<file path="src/rtl/itf_pkg.sv">
// ----------------------------------------------------------------------------
// itf_pkg - shared definitions for the integer to text formatter
// Widths, character codes, the digit-to-ASCII mapping and the divider
// status bundle.
// ----------------------------------------------------------------------------
package itf_pkg;

    localparam int VALUE_BITS = 32;
    localparam int MAX_WIDTH  = 64;
    localparam int RADIX_BITS = 6;
    localparam int WIDTH_BITS = 7;

    // quotient bits resolved per divider cycle
    localparam int DIV_STEPS  = 4;
    localparam int DIV_CYCLES = VALUE_BITS / DIV_STEPS;
    localparam int DIV_CNT_BITS = $clog2(DIV_CYCLES);

    localparam logic [RADIX_BITS-1:0] RADIX_MIN = RADIX_BITS'(2);
    localparam logic [RADIX_BITS-1:0] RADIX_MAX = RADIX_BITS'(36);
    localparam logic [RADIX_BITS-1:0] RADIX_OCT = RADIX_BITS'(8);
    localparam logic [RADIX_BITS-1:0] RADIX_HEX = RADIX_BITS'(16);

    localparam logic [7:0] CH_ZERO  = 8'h30;
    localparam logic [7:0] CH_SPACE = 8'h20;
    localparam logic [7:0] CH_MINUS = 8'h2D;
    localparam logic [7:0] CH_PLUS  = 8'h2B;
    localparam logic [7:0] CH_UP_A  = 8'h41;
    localparam logic [7:0] CH_LO_A  = 8'h61;
    localparam logic [7:0] CH_UP_X  = 8'h58;
    localparam logic [7:0] CH_LO_X  = 8'h78;

    typedef struct packed {
        logic                  done;
        logic [RADIX_BITS-1:0] rem;
    } t_div_status;

    function automatic logic [7:0] digit_char(input logic [RADIX_BITS-1:0] d,
                                              input logic lower);
        logic [7:0] dd;
        dd = {{(8-RADIX_BITS){1'b0}}, d};
        if (d < RADIX_BITS'(10)) begin
            digit_char = CH_ZERO + dd;
        end else begin
            digit_char = (lower ? CH_LO_A : CH_UP_A) + dd - 8'd10;
        end
    endfunction

endpackage

</file>
<file path="src/rtl/integer_to_text_formatter.sv">
// ----------------------------------------------------------------------------
// integer_to_text_formatter - printf-style integer to ASCII conversion
// Each digit comes from one division by the radix, reloaded with the quotient
// until it is zero; a setup state then lays out the field before the characters.
// A new number is taken only when idle: busy stays high until the last
// character is issued.
// Characters leave one per cycle on o_strobe; the receiver cannot stall.
// Reset is synchronous and active low, and returns the sequencer to idle.
// ----------------------------------------------------------------------------
module integer_to_text_formatter (
    input  logic                           i_clk,
    input  logic                           i_rst_n,
    input  logic                           start,
    output logic                           busy,
    input  logic [itf_pkg::VALUE_BITS-1:0] i_value,
    input  logic [itf_pkg::RADIX_BITS-1:0] i_radix,
    input  logic [itf_pkg::WIDTH_BITS-1:0] i_width,
    input  logic                           i_zero_pad,
    input  logic                           i_signed_mode,
    input  logic                           i_plus_sign,
    input  logic                           i_space_sign,
    input  logic                           i_left_align,
    input  logic                           i_alt_prefix,
    input  logic                           i_lower_case,
    output logic                           o_strobe,
    output logic [7:0]                     o_text_char,
    output logic                           o_last_char
);
    import itf_pkg::*;

    localparam int DIG_DEPTH = VALUE_BITS;
    localparam int IDX_BITS  = $clog2(DIG_DEPTH);
    localparam int ND_BITS   = $clog2(DIG_DEPTH + 1);

    localparam logic [1:0] ST_IDLE = 2'd0;
    localparam logic [1:0] ST_DIV  = 2'd1;
    localparam logic [1:0] ST_PREP = 2'd2;
    localparam logic [1:0] ST_EMIT = 2'd3;

    localparam logic [2:0] PH_LPAD = 3'd0;
    localparam logic [2:0] PH_SIGN = 3'd1;
    localparam logic [2:0] PH_PFX0 = 3'd2;
    localparam logic [2:0] PH_PFXX = 3'd3;
    localparam logic [2:0] PH_ZPAD = 3'd4;
    localparam logic [2:0] PH_DIG  = 3'd5;
    localparam logic [2:0] PH_RPAD = 3'd6;

    function automatic logic [2:0] lowest_phase(input logic [6:0] m);
        lowest_phase = PH_DIG;
        for (int i = 6; i >= 0; i--) begin
            if (m[i]) lowest_phase = 3'(i);
        end
    endfunction

    logic [1:0]            r_state;
    logic [2:0]            r_phase;
    logic [6:0]            r_mask;
    logic [WIDTH_BITS-1:0] r_pad;
    logic [WIDTH_BITS-1:0] r_remain;
    logic [ND_BITS-1:0]    r_nd;
    logic [RADIX_BITS-1:0] r_digs [DIG_DEPTH];

    logic [WIDTH_BITS-1:0] r_width;
    logic                  r_zpad;
    logic                  r_left;
    logic                  r_lower;
    logic                  r_has_sign;
    logic [7:0]            r_sign_ch;
    logic [1:0]            r_pre;
    logic [RADIX_BITS-1:0] r_radix;

    logic                  r_strobe;
    logic [7:0]            r_char;
    logic                  r_last;

    logic                  accept;
    logic [RADIX_BITS-1:0] radix_cl;
    logic                  neg;
    logic [VALUE_BITS-1:0] mag;
    logic                  div_load;
    logic [VALUE_BITS-1:0] div_dividend;
    logic [RADIX_BITS-1:0] div_divisor;
    logic [VALUE_BITS-1:0] quotient;
    t_div_status           div_st;

    logic [WIDTH_BITS-1:0] total;
    logic [WIDTH_BITS-1:0] pad;
    logic [6:0]            mask;
    logic [IDX_BITS-1:0]   rd_idx;
    logic [7:0]            n_char;
    logic                  phase_end;
    logic [6:0]            above;
    logic [2:0]            n_phase;

    assign busy   = (r_state != ST_IDLE);
    assign accept = start && !busy;

    always_comb begin
        priority if (i_radix < RADIX_MIN) begin
            radix_cl = RADIX_MIN;
        end else if (i_radix > RADIX_MAX) begin
            radix_cl = RADIX_MAX;
        end else begin
            radix_cl = i_radix;
        end
    end

    assign neg = i_signed_mode && i_value[VALUE_BITS-1];
    assign mag = neg ? (~i_value + 1'b1) : i_value;

    assign div_load     = accept || ((r_state == ST_DIV) && div_st.done &&
                                     (quotient != '0));
    assign div_dividend = accept ? mag : quotient;
    // inputs may move after the beat, so reloads use the held radix
    assign div_divisor  = accept ? radix_cl : r_radix;

    itf_div_unit u_div (
        .i_clk      (i_clk),
        .i_rst_n    (i_rst_n),
        .i_load     (div_load),
        .i_dividend (div_dividend),
        .i_divisor  (div_divisor),
        .o_quotient (quotient),
        .o_status   (div_st)
    );

    // field layout, worked out once all digits are known
    always_comb begin
        total = WIDTH_BITS'(r_nd) + WIDTH_BITS'(r_pre) + WIDTH_BITS'(r_has_sign);
        pad   = (r_width > total) ? (r_width - total) : '0;
        mask[PH_LPAD] = !r_left && !r_zpad && (pad != '0);
        mask[PH_SIGN] = r_has_sign;
        mask[PH_PFX0] = (r_pre != 2'd0);
        mask[PH_PFXX] = (r_pre == 2'd2);
        mask[PH_ZPAD] = !r_left && r_zpad && (pad != '0);
        mask[PH_DIG]  = 1'b1;
        mask[PH_RPAD] = r_left && (pad != '0);
    end

    assign rd_idx = IDX_BITS'(r_nd - 1'b1);

    always_comb begin
        n_char    = CH_SPACE;
        phase_end = 1'b1;
        unique case (r_phase)
            PH_LPAD, PH_RPAD: begin
                n_char    = CH_SPACE;
                phase_end = (r_pad == WIDTH_BITS'(1));
            end
            PH_SIGN: n_char = r_sign_ch;
            PH_PFX0: n_char = CH_ZERO;
            PH_PFXX: n_char = r_lower ? CH_LO_X : CH_UP_X;
            PH_ZPAD: begin
                n_char    = CH_ZERO;
                phase_end = (r_pad == WIDTH_BITS'(1));
            end
            PH_DIG: begin
                n_char    = digit_char(r_digs[rd_idx], r_lower);
                phase_end = (r_nd == ND_BITS'(1));
            end
            default: begin
                n_char    = CH_SPACE;
                phase_end = 1'b1;
            end
        endcase
    end

    assign above   = (7'h7f << r_phase) << 1;
    assign n_phase = lowest_phase(r_mask & above);

    always_ff @(posedge i_clk) begin
        if (!i_rst_n) begin
            r_state  <= ST_IDLE;
            r_strobe <= 1'b0;
            r_nd     <= '0;
        end else begin
            r_strobe <= 1'b0;
            unique case (r_state)
                ST_IDLE: begin
                    if (accept) begin
                        r_nd    <= '0;
                        r_state <= ST_DIV;
                    end
                end
                ST_DIV: begin
                    if (div_st.done) begin
                        r_nd <= r_nd + 1'b1;
                        if (quotient == '0) r_state <= ST_PREP;
                    end
                end
                ST_PREP: begin
                    r_state <= ST_EMIT;
                end
                ST_EMIT: begin
                    r_strobe <= 1'b1;
                    if (r_phase == PH_DIG) r_nd <= r_nd - 1'b1;
                    if (r_remain == WIDTH_BITS'(1)) r_state <= ST_IDLE;
                end
                default: r_state <= ST_IDLE;
            endcase
        end
    end

    always_ff @(posedge i_clk) begin
        if (accept) begin
            r_width    <= (i_width > WIDTH_BITS'(MAX_WIDTH)) ?
                          WIDTH_BITS'(MAX_WIDTH) : i_width;
            r_zpad     <= i_zero_pad && !i_left_align;
            r_left     <= i_left_align;
            r_lower    <= i_lower_case;
            r_has_sign <= neg || i_plus_sign || i_space_sign;
            r_sign_ch  <= neg ? CH_MINUS : (i_plus_sign ? CH_PLUS : CH_SPACE);
            r_pre      <= !i_alt_prefix ? 2'd0 :
                          (radix_cl == RADIX_HEX) ? 2'd2 :
                          (radix_cl == RADIX_OCT) ? 2'd1 : 2'd0;
            r_radix    <= radix_cl;
        end
        if ((r_state == ST_DIV) && div_st.done) begin
            r_digs[r_nd[IDX_BITS-1:0]] <= div_st.rem;
        end
        if (r_state == ST_PREP) begin
            r_mask   <= mask;
            r_pad    <= pad;
            r_remain <= pad + total;
            r_phase  <= lowest_phase(mask);
        end
        if (r_state == ST_EMIT) begin
            r_char   <= n_char;
            r_last   <= (r_remain == WIDTH_BITS'(1));
            r_remain <= r_remain - 1'b1;
            if ((r_phase == PH_LPAD) || (r_phase == PH_ZPAD) || (r_phase == PH_RPAD)) begin
                r_pad <= r_pad - 1'b1;
            end
            if (phase_end) r_phase <= n_phase;
        end
    end

    assign o_strobe    = r_strobe;
    assign o_text_char = r_char;
    assign o_last_char = r_last;

endmodule

</file>
<file path="src/rtl/itf_div_unit.sv">
// ----------------------------------------------------------------------------
// itf_div_unit - iterative unsigned divider
// Restoring division of a VALUE_BITS dividend by a small radix, DIV_STEPS
// quotient bits per cycle; pulses done with quotient and remainder.
// ----------------------------------------------------------------------------
module itf_div_unit (
    input  logic                               i_clk,
    input  logic                               i_rst_n,
    input  logic                               i_load,
    input  logic [itf_pkg::VALUE_BITS-1:0]     i_dividend,
    input  logic [itf_pkg::RADIX_BITS-1:0]     i_divisor,
    output logic [itf_pkg::VALUE_BITS-1:0]     o_quotient,
    output itf_pkg::t_div_status               o_status
);
    import itf_pkg::*;

    logic                    r_busy;
    logic                    r_done;
    logic [DIV_CNT_BITS-1:0] r_cnt;
    logic [VALUE_BITS-1:0]   r_acc;
    logic [RADIX_BITS-1:0]   r_rem;
    logic [RADIX_BITS-1:0]   r_div;

    logic [VALUE_BITS-1:0]   n_acc;
    logic [RADIX_BITS-1:0]   n_rem;
    logic [RADIX_BITS:0]     trial;

    // dividend bits shift out the top, quotient bits shift in at the bottom
    always_comb begin
        n_acc = r_acc;
        n_rem = r_rem;
        trial = '0;
        for (int i = 0; i < DIV_STEPS; i++) begin
            trial = {n_rem, n_acc[VALUE_BITS-1]};
            n_acc = {n_acc[VALUE_BITS-2:0], 1'b0};
            if (trial >= {1'b0, r_div}) begin
                n_rem    = RADIX_BITS'(trial - {1'b0, r_div});
                n_acc[0] = 1'b1;
            end else begin
                n_rem = trial[RADIX_BITS-1:0];
            end
        end
    end

    always_ff @(posedge i_clk) begin
        if (!i_rst_n) begin
            r_busy <= 1'b0;
            r_done <= 1'b0;
            r_cnt  <= '0;
        end else begin
            r_done <= 1'b0;
            if (i_load) begin
                r_busy <= 1'b1;
                r_cnt  <= '0;
            end else if (r_busy) begin
                r_cnt <= r_cnt + 1'b1;
                if (r_cnt == DIV_CNT_BITS'(DIV_CYCLES - 1)) begin
                    r_busy <= 1'b0;
                    r_done <= 1'b1;
                end
            end
        end
    end

    always_ff @(posedge i_clk) begin
        if (i_load) begin
            r_acc <= i_dividend;
            r_rem <= '0;
            r_div <= i_divisor;
        end else if (r_busy) begin
            r_acc <= n_acc;
            r_rem <= n_rem;
        end
    end

    assign o_quotient    = r_acc;
    assign o_status.done = r_done;
    assign o_status.rem  = r_rem;

endmodule

</file>
<file path="config.mk">
export PLATFORM = sky130hd
export DESIGN_NAME = integer_to_text_formatter
export DESIGN_NICKNAME = d
export VERILOG_FILES = /design/src/rtl/itf_pkg.sv /design/src/rtl/integer_to_text_formatter.sv /design/src/rtl/itf_div_unit.sv
export SDC_FILE = /design/constraint.sdc
export NUM_CORES = 1
export LEC_CHECK = 0
export BUFFER_PORTS_ARGS = -buffer_cell sky130_fd_sc_hd__buf_2
export CORE_MARGIN = 2
export CORE_UTILIZATION = 56
export CTS_CLUSTER_DIAMETER = 40
export CTS_CLUSTER_SIZE = 40
export DETAILED_ROUTE_END_ITERATION = 10
export GPL_TIMING_DRIVEN = 1
export PLACE_DENSITY = 0.75
export SYNTH_ARGS = -nofsm -noshare
export SYNTH_HDL_FRONTEND = slang
export SYNTH_HIERARCHICAL = 1
export SYNTH_SLANG_ARGS = --single-unit
</file>
<file path="constraint.sdc">
create_clock -name i_clk -period 8.2 [get_ports i_clk]
set_clock_uncertainty 0.15 [all_clocks]
set_input_delay 0.82 -clock i_clk [delete_from_list [all_inputs] [get_ports i_clk]]
set_output_delay 0.82 -clock i_clk [all_outputs]
set_load 0.05 [all_outputs]
</file>
== After elaboration in Yosys (flattened, before gate mapping) ==
Memory sizes are Yosys's and may differ from the RTL's.
Index checks and enable logic that the tools add are counted.
Word-level totals
  memories kept: 1
  register bits after elaboration: 117
  RAM bits: 192
  output and inout port bits: 11
  bits of input ports: 55
Memories
  r_digs: words 32, bits a word 6, rd ports 1, clocked after Yosys merged registers in 0, wr ports 1, line integer_to_text_formatter.sv:61  | logic [RADIX_BITS-1:0] r_digs [DIG_DEPTH];
Cells by class
  shift-type cells: 1
  equal/unequal tests: 22
  $lt $le $gt $ge: 9
  add/subtract/negate cells: 17
  bitwise logic cells: 5
  muxes and demuxes: 60
  reductions and logical operators: 37
Operator list (count)
  2-to-1 mux 32 bit: 4
  2-to-1 mux 6 bit: 12
  2-to-1 mux 7 bit: 6
  2-to-1 mux 3 bit: 13
  adder 32 x 1 -> 32 bit, second input constant: 1
  zero test 32 bit: 1
  inverter 32 bit: 1
  one-hot mux 8 bit (4 select lines): 1
  nonzero test 32 bit: 1
  >= comparator 7 x 6 -> 1 bit: 4
  subtractor 6 bit: 4
  one-hot mux 6 bit (3 select lines): 1
  equality test 7 x 1 -> 1 bit, second input constant: 2
  subtractor 7 x 1 -> 7 bit, second input constant: 2
  2-to-1 mux 1 bit: 13
  equality test 3 bit, second input constant: 4
  2-to-1 mux 2 bit: 6
  logical AND 1 bit: 10
  adder 7 x 6 -> 8 bit: 1
  2-to-1 mux 8 bit: 1
  inequality test 2 bit, second input constant: 4
  one-hot mux 2 bit (4 select lines): 1
  AND reduction 4 bit: 2
  nonzero test 2 bit: 4
  other kinds (36): 52

== Depth between registers and ports, before layout ==
  depth after elaboration: 14
  mapped depth: 35

== Modules after synthesis ==
The synthesis kept the hierarchy.
By module, submodules not included
  integer_to_text_formatter: seq. area each 7377.1 um^2, area an instance 12893.6 um^2, cells each 1018, instances 1
  itf_div_unit: seq. area each 1361.3 um^2, area an instance 3295.7 um^2, cells each 291, instances 1

== Least setup slack after synthesis ==
No wires, ideal clock.
  kind: register to register
  from: register u_div.r_rem[3]
  to: register u_div.r_acc[0], in the netlist u_div/o_quotient[0] (data pin)
  data required time: 7.790 ns
  period minus slack after synthesis: 8.014 ns
  cell stages (with the launch flop): 32
  arrival time: 7.605 ns
  path buffers: 1
  path slack: 0.186 ns
  cells stage by stage: dfxtp_1 ha_1 a21o_1 a211o_1 a21oi_4 mux2_2 inv_1 ha_1 nor2b_1 o31a_1 o21ai_0 a21boi_2 nor2_4 mux2_2 ha_1 a21o_1 a221o_1 a31o_2 a21o_1 a211oi_2 buf_6 nand2_1 o21ai_0 ha_1 nor2b_1 o211ai_1 a31oi_1 a311o_1 nor2b_1 mux2i_1 mux2_4 mux2_2
Between the ends
  word-level cells in the longest chain between the ends: 10
  elaborated cells between the ends (all ways): 13
  those cells by class: 3 x add/sub; 4 x order compare; 6 x mux
RTL lines
  start, declared: line itf_div_unit.sv:21  | logic [RADIX_BITS-1:0] r_rem;
  start signal, assigned: line itf_div_unit.sv:72  | r_rem <= n_rem;
  subtractor 6 bit or >= comparator 7 x 6 -> 1 bit (tied branches): line itf_div_unit.sv:37, itf_div_unit.sv:36
  2-to-1 mux 6 bit *: line itf_div_unit.sv:36  | if (trial >= {1'b0, r_div}) begin
  subtractor 6 bit or >= comparator 7 x 6 -> 1 bit (tied branches): line itf_div_unit.sv:37, itf_div_unit.sv:36
  2-to-1 mux 6 bit *: line itf_div_unit.sv:36
  >= comparator 7 x 6 -> 1 bit or subtractor 6 bit (tied branches): line itf_div_unit.sv:36, itf_div_unit.sv:37
  2-to-1 mux 6 bit *: line itf_div_unit.sv:36
  >= comparator 7 x 6 -> 1 bit *: line itf_div_unit.sv:36
  2-to-1 mux 1 bit *: line itf_div_unit.sv:36
  2-to-1 mux 32 bit *: line itf_div_unit.sv:70  | end else if (r_busy) begin
  2-to-1 mux 32 bit *: line itf_div_unit.sv:66  | if (i_load) begin
  end signal, assigned: line itf_div_unit.sv:67  | r_acc <= i_dividend;
  end signal, assigned: line itf_div_unit.sv:71  | r_acc <= n_acc;
  end, declared: line itf_div_unit.sv:20  | logic [VALUE_BITS-1:0] r_acc;
Mark *: on every way between the ends. The rest lies on a longest branch, timed or not. The select of a mux whose other input is x is not followed.
A chain may end at the register's enable or synchronous reset.

== Worst setup path after layout ==
  from: register u_div.r_div[4]
  to: register u_div.r_rem[0]
Between the ends
  word-level cells in the longest chain between the ends: 8
  elaborated cells between the ends (all ways): 11
  those cells by class: 3 x add/sub; 4 x order compare; 4 x mux
RTL lines
  start, declared: line itf_div_unit.sv:22  | logic [RADIX_BITS-1:0] r_div;
  start signal, assigned: line itf_div_unit.sv:69  | r_div <= i_divisor;
  subtractor 6 bit or >= comparator 7 x 6 -> 1 bit (tied branches): line itf_div_unit.sv:37, itf_div_unit.sv:36
  2-to-1 mux 6 bit: line itf_div_unit.sv:36
  subtractor 6 bit or >= comparator 7 x 6 -> 1 bit (tied branches): line itf_div_unit.sv:37, itf_div_unit.sv:36
  2-to-1 mux 6 bit: line itf_div_unit.sv:36
  >= comparator 7 x 6 -> 1 bit or subtractor 6 bit (tied branches): line itf_div_unit.sv:36, itf_div_unit.sv:37
  2-to-1 mux 6 bit: line itf_div_unit.sv:36
  >= comparator 7 x 6 -> 1 bit *: line itf_div_unit.sv:36
  2-to-1 mux 6 bit *: line itf_div_unit.sv:36
Mark *: on every way between the ends. The rest lies on a longest branch, timed or not.

==> impl_metrics.ini <==
[hold_path]
hp-class = reg2reg

[place]
placed_cells = 1730
dpl.hpwl_um = 25400
portBuffers = 65
gp_congestion = 0.884
placed_cell_area_mm2 = 0.0169

[cts]
worstSkewPairLatency_ns = 0.53
ctsHtreeMaxLevel = 2
clock_sinks = 303
cts_tree = yes
ctsHoldBuffers = 0
cts.path.max_buffers = 3
cts_buffers = 37
cts-root-buf = clkbuf_16
clk_pin_slew_ns = 0.05

[detailed_routing]
drt_iter0_markers = 1148
totalWireLength_um = 37100
drt-vias-per-instance = 6.08
wl_per_cell_um = 20.6
drtPass1Iterations = 6
num_vias = 11000
drc = 0
detail-route-antenna-nets = 0

[synthesis]
syn_area_mm2 = 0.0162
ys_seq_area_frac = 0.540
synth-main-ff-cell = edfxtp_1
synthCells = 1309
yosys-top-cells-area = edfxtp_1, mux4_2, ha_1
synth-seq-cells = 303
syn-num-nets = 1436
yosysUniqueCellTypes = 86
async_flop_share = 0
synth-edff-count = 267
yosys_warnings = 6
avgSynthCellArea_um2 = 12.4
post-synth-top-area-cell = edfxtp_1
synth_top_area_share = 0.495

[timing]
tightest_slew_ns = 1.27
slew_headroom = 0.147
clock.fmax_mhz = 126
setup_viol = 0
hold_viol = 0
period_share = 0.967
hold_ws_ns = 0.284
final.min_clock_period_ns = 7.93
drv_slew = 0

[floorplan]
die_w_um = 174
dieArea_mm2 = 0.0303
io_pins = 66
start_util = 0.567
core-area_mm2 = 0.0285
fp.dieH_um = 174
core.rowCount = 62

[layout]
area_growth_pct = 12.7
multiInputGateArea_mm2 = 0.00698
final_cell_mix = edfxtp_1, nor2_1, nand2_1, inv_1, buf_2
fill_cells = 2220
drive_gt1_frac = 0.189
regArea_mm2 = 0.00874
fin_nets = 1516
instances_no_fill = 1802
design_area_mm2 = 0.0183
final_common_cell = edfxtp_1

[global_routing]
grt_pass1_vias = 10800
busiest_layer = met2
antenna_found_initial = 1
grt_first_pass_wirelength_um = 58500
grt_use_met1 = 0.326
grtUsageMet2 = 0.414
grtUsageMet3 = 0.0413
grt_max_degree = 70
grt_util_all_layers = 0.245
grt_overflow = 0

[critical_path]
slowest_delay_ns = 0.40
cp.required_ns = 8.46
crit_path_end_kind = register
path_max_fanout = 8
cp.arrival_ns = 8.19
cp_slowest_cell = a211oi_4
startpoint_type = register
worstSetupPathType = reg2reg
crit_top_cell = ha_1

[run]
maxCapViolations = 0

[outcome]
status = finished, final reports clean
-- logic make-up after synthesis --
family                     after synthesis  synth area share
adders and majority gates               73            0.0604
DFF                                    303             0.540
xor gates and xnor gates                66            0.0371
buffers and inverters                  126            0.0330
muxes                                  119             0.115
AOI/OAI and AO/OA                      235            0.0994
and+or+nand+nor                        387             0.116
-- timing repair --
item / CTS / global route
setup endpoints to repair: 0 / 7
endpoints found under the hold margin: 0 / 0
buffers inserted: 0 / 4
resized for setup: 0 / 9
-- area by class of cell --
type | instances | area share
diodes | 1 | 0.000137
multi-input cells | 880 | 0.383
inverters | 77 | 0.0158
flip-flops and latches | 303 | 0.479
well taps | 384 | 0.0263
clock inverters | 24 | 0.0150
repair buffers | 90 | 0.0281
clock buffers | 43 | 0.0531
-- synthesized netlist by cell type (all sizes together), types with 7 or more instances --
library cell	number
inv	75
or3	10
ha	63
dfxtp	36
nor3b	10
a21o	12
and2	7
buf	22
nor2	113
fa	9
nor2b	20
o31ai	11
nand2b	13
nor4	19
a21oi	38
o21a	11
o211ai	7
o21ai	74
and3	7
mux2i	33
nand3	33
nand4	12
a211oi	9
mux2	38
nand2	106
xor2	25
edfxtp	267
nor3	19
a31oi	11
xnor2	40
clkbuf	27
mux4	48
-- flip-flops by register name, summed over array words and instances, names as in the netlist, 6 cells and up --
name              cells
o_text_char           8
u_div/o_quotient     32
u_div/r_div           6
r_nd                  6
u_div/r_rem           6
r_pad                 7
r_remain              7
r_digs              192
r_radix               6
r_width               7
-- critical path: cells and delay by family, from the launching register on --
family / cells / cell delay [ns]
multiplexers: 5 / 1.52
adder cells (fa/ha/maj): 4 / 1.23
AO/OA/AOI/OAI: 13 / 3.12
AND/OR/NAND/NOR: 5 / 1.08
flip-flops: 1 / 0.35
buffers and inverters: 3 / 0.37
-- worst paths after layout --
check	slack, ns	to	cells past startpoint	start
worst min register to register	0.28	r_radix[4]	2	r_radix[4]
worst min-delay path	0.28	r_radix[4]	2	r_radix[4]
worst max register to register	0.27	u_div/r_rem[0]	30	u_div/r_div[4]
worst max-delay path	0.27	u_div/r_rem[0]	30	u_div/r_div[4]
-- layer usage --
layer	wire length (um)	vias up
li1	-	5106
met5	0	-
met4	1070	0
met1	15300	5380
met2	18200	396
met3	2480	80
-- through the flow --
step	TNS, ns	util	setup slack (ns)
finish	0	0.639	0.270
global route	-0.0291	0.639	-0.0161
CTS	0	0.637	0.152
detailed placement	0	0.593	0.170
global placement	0	0.593	0.327
floorplan	0	-	0.186
Power is left out: the tool's default activity adds up to more than one toggle a clock period on the data nets, which glitch-free logic cannot reach.
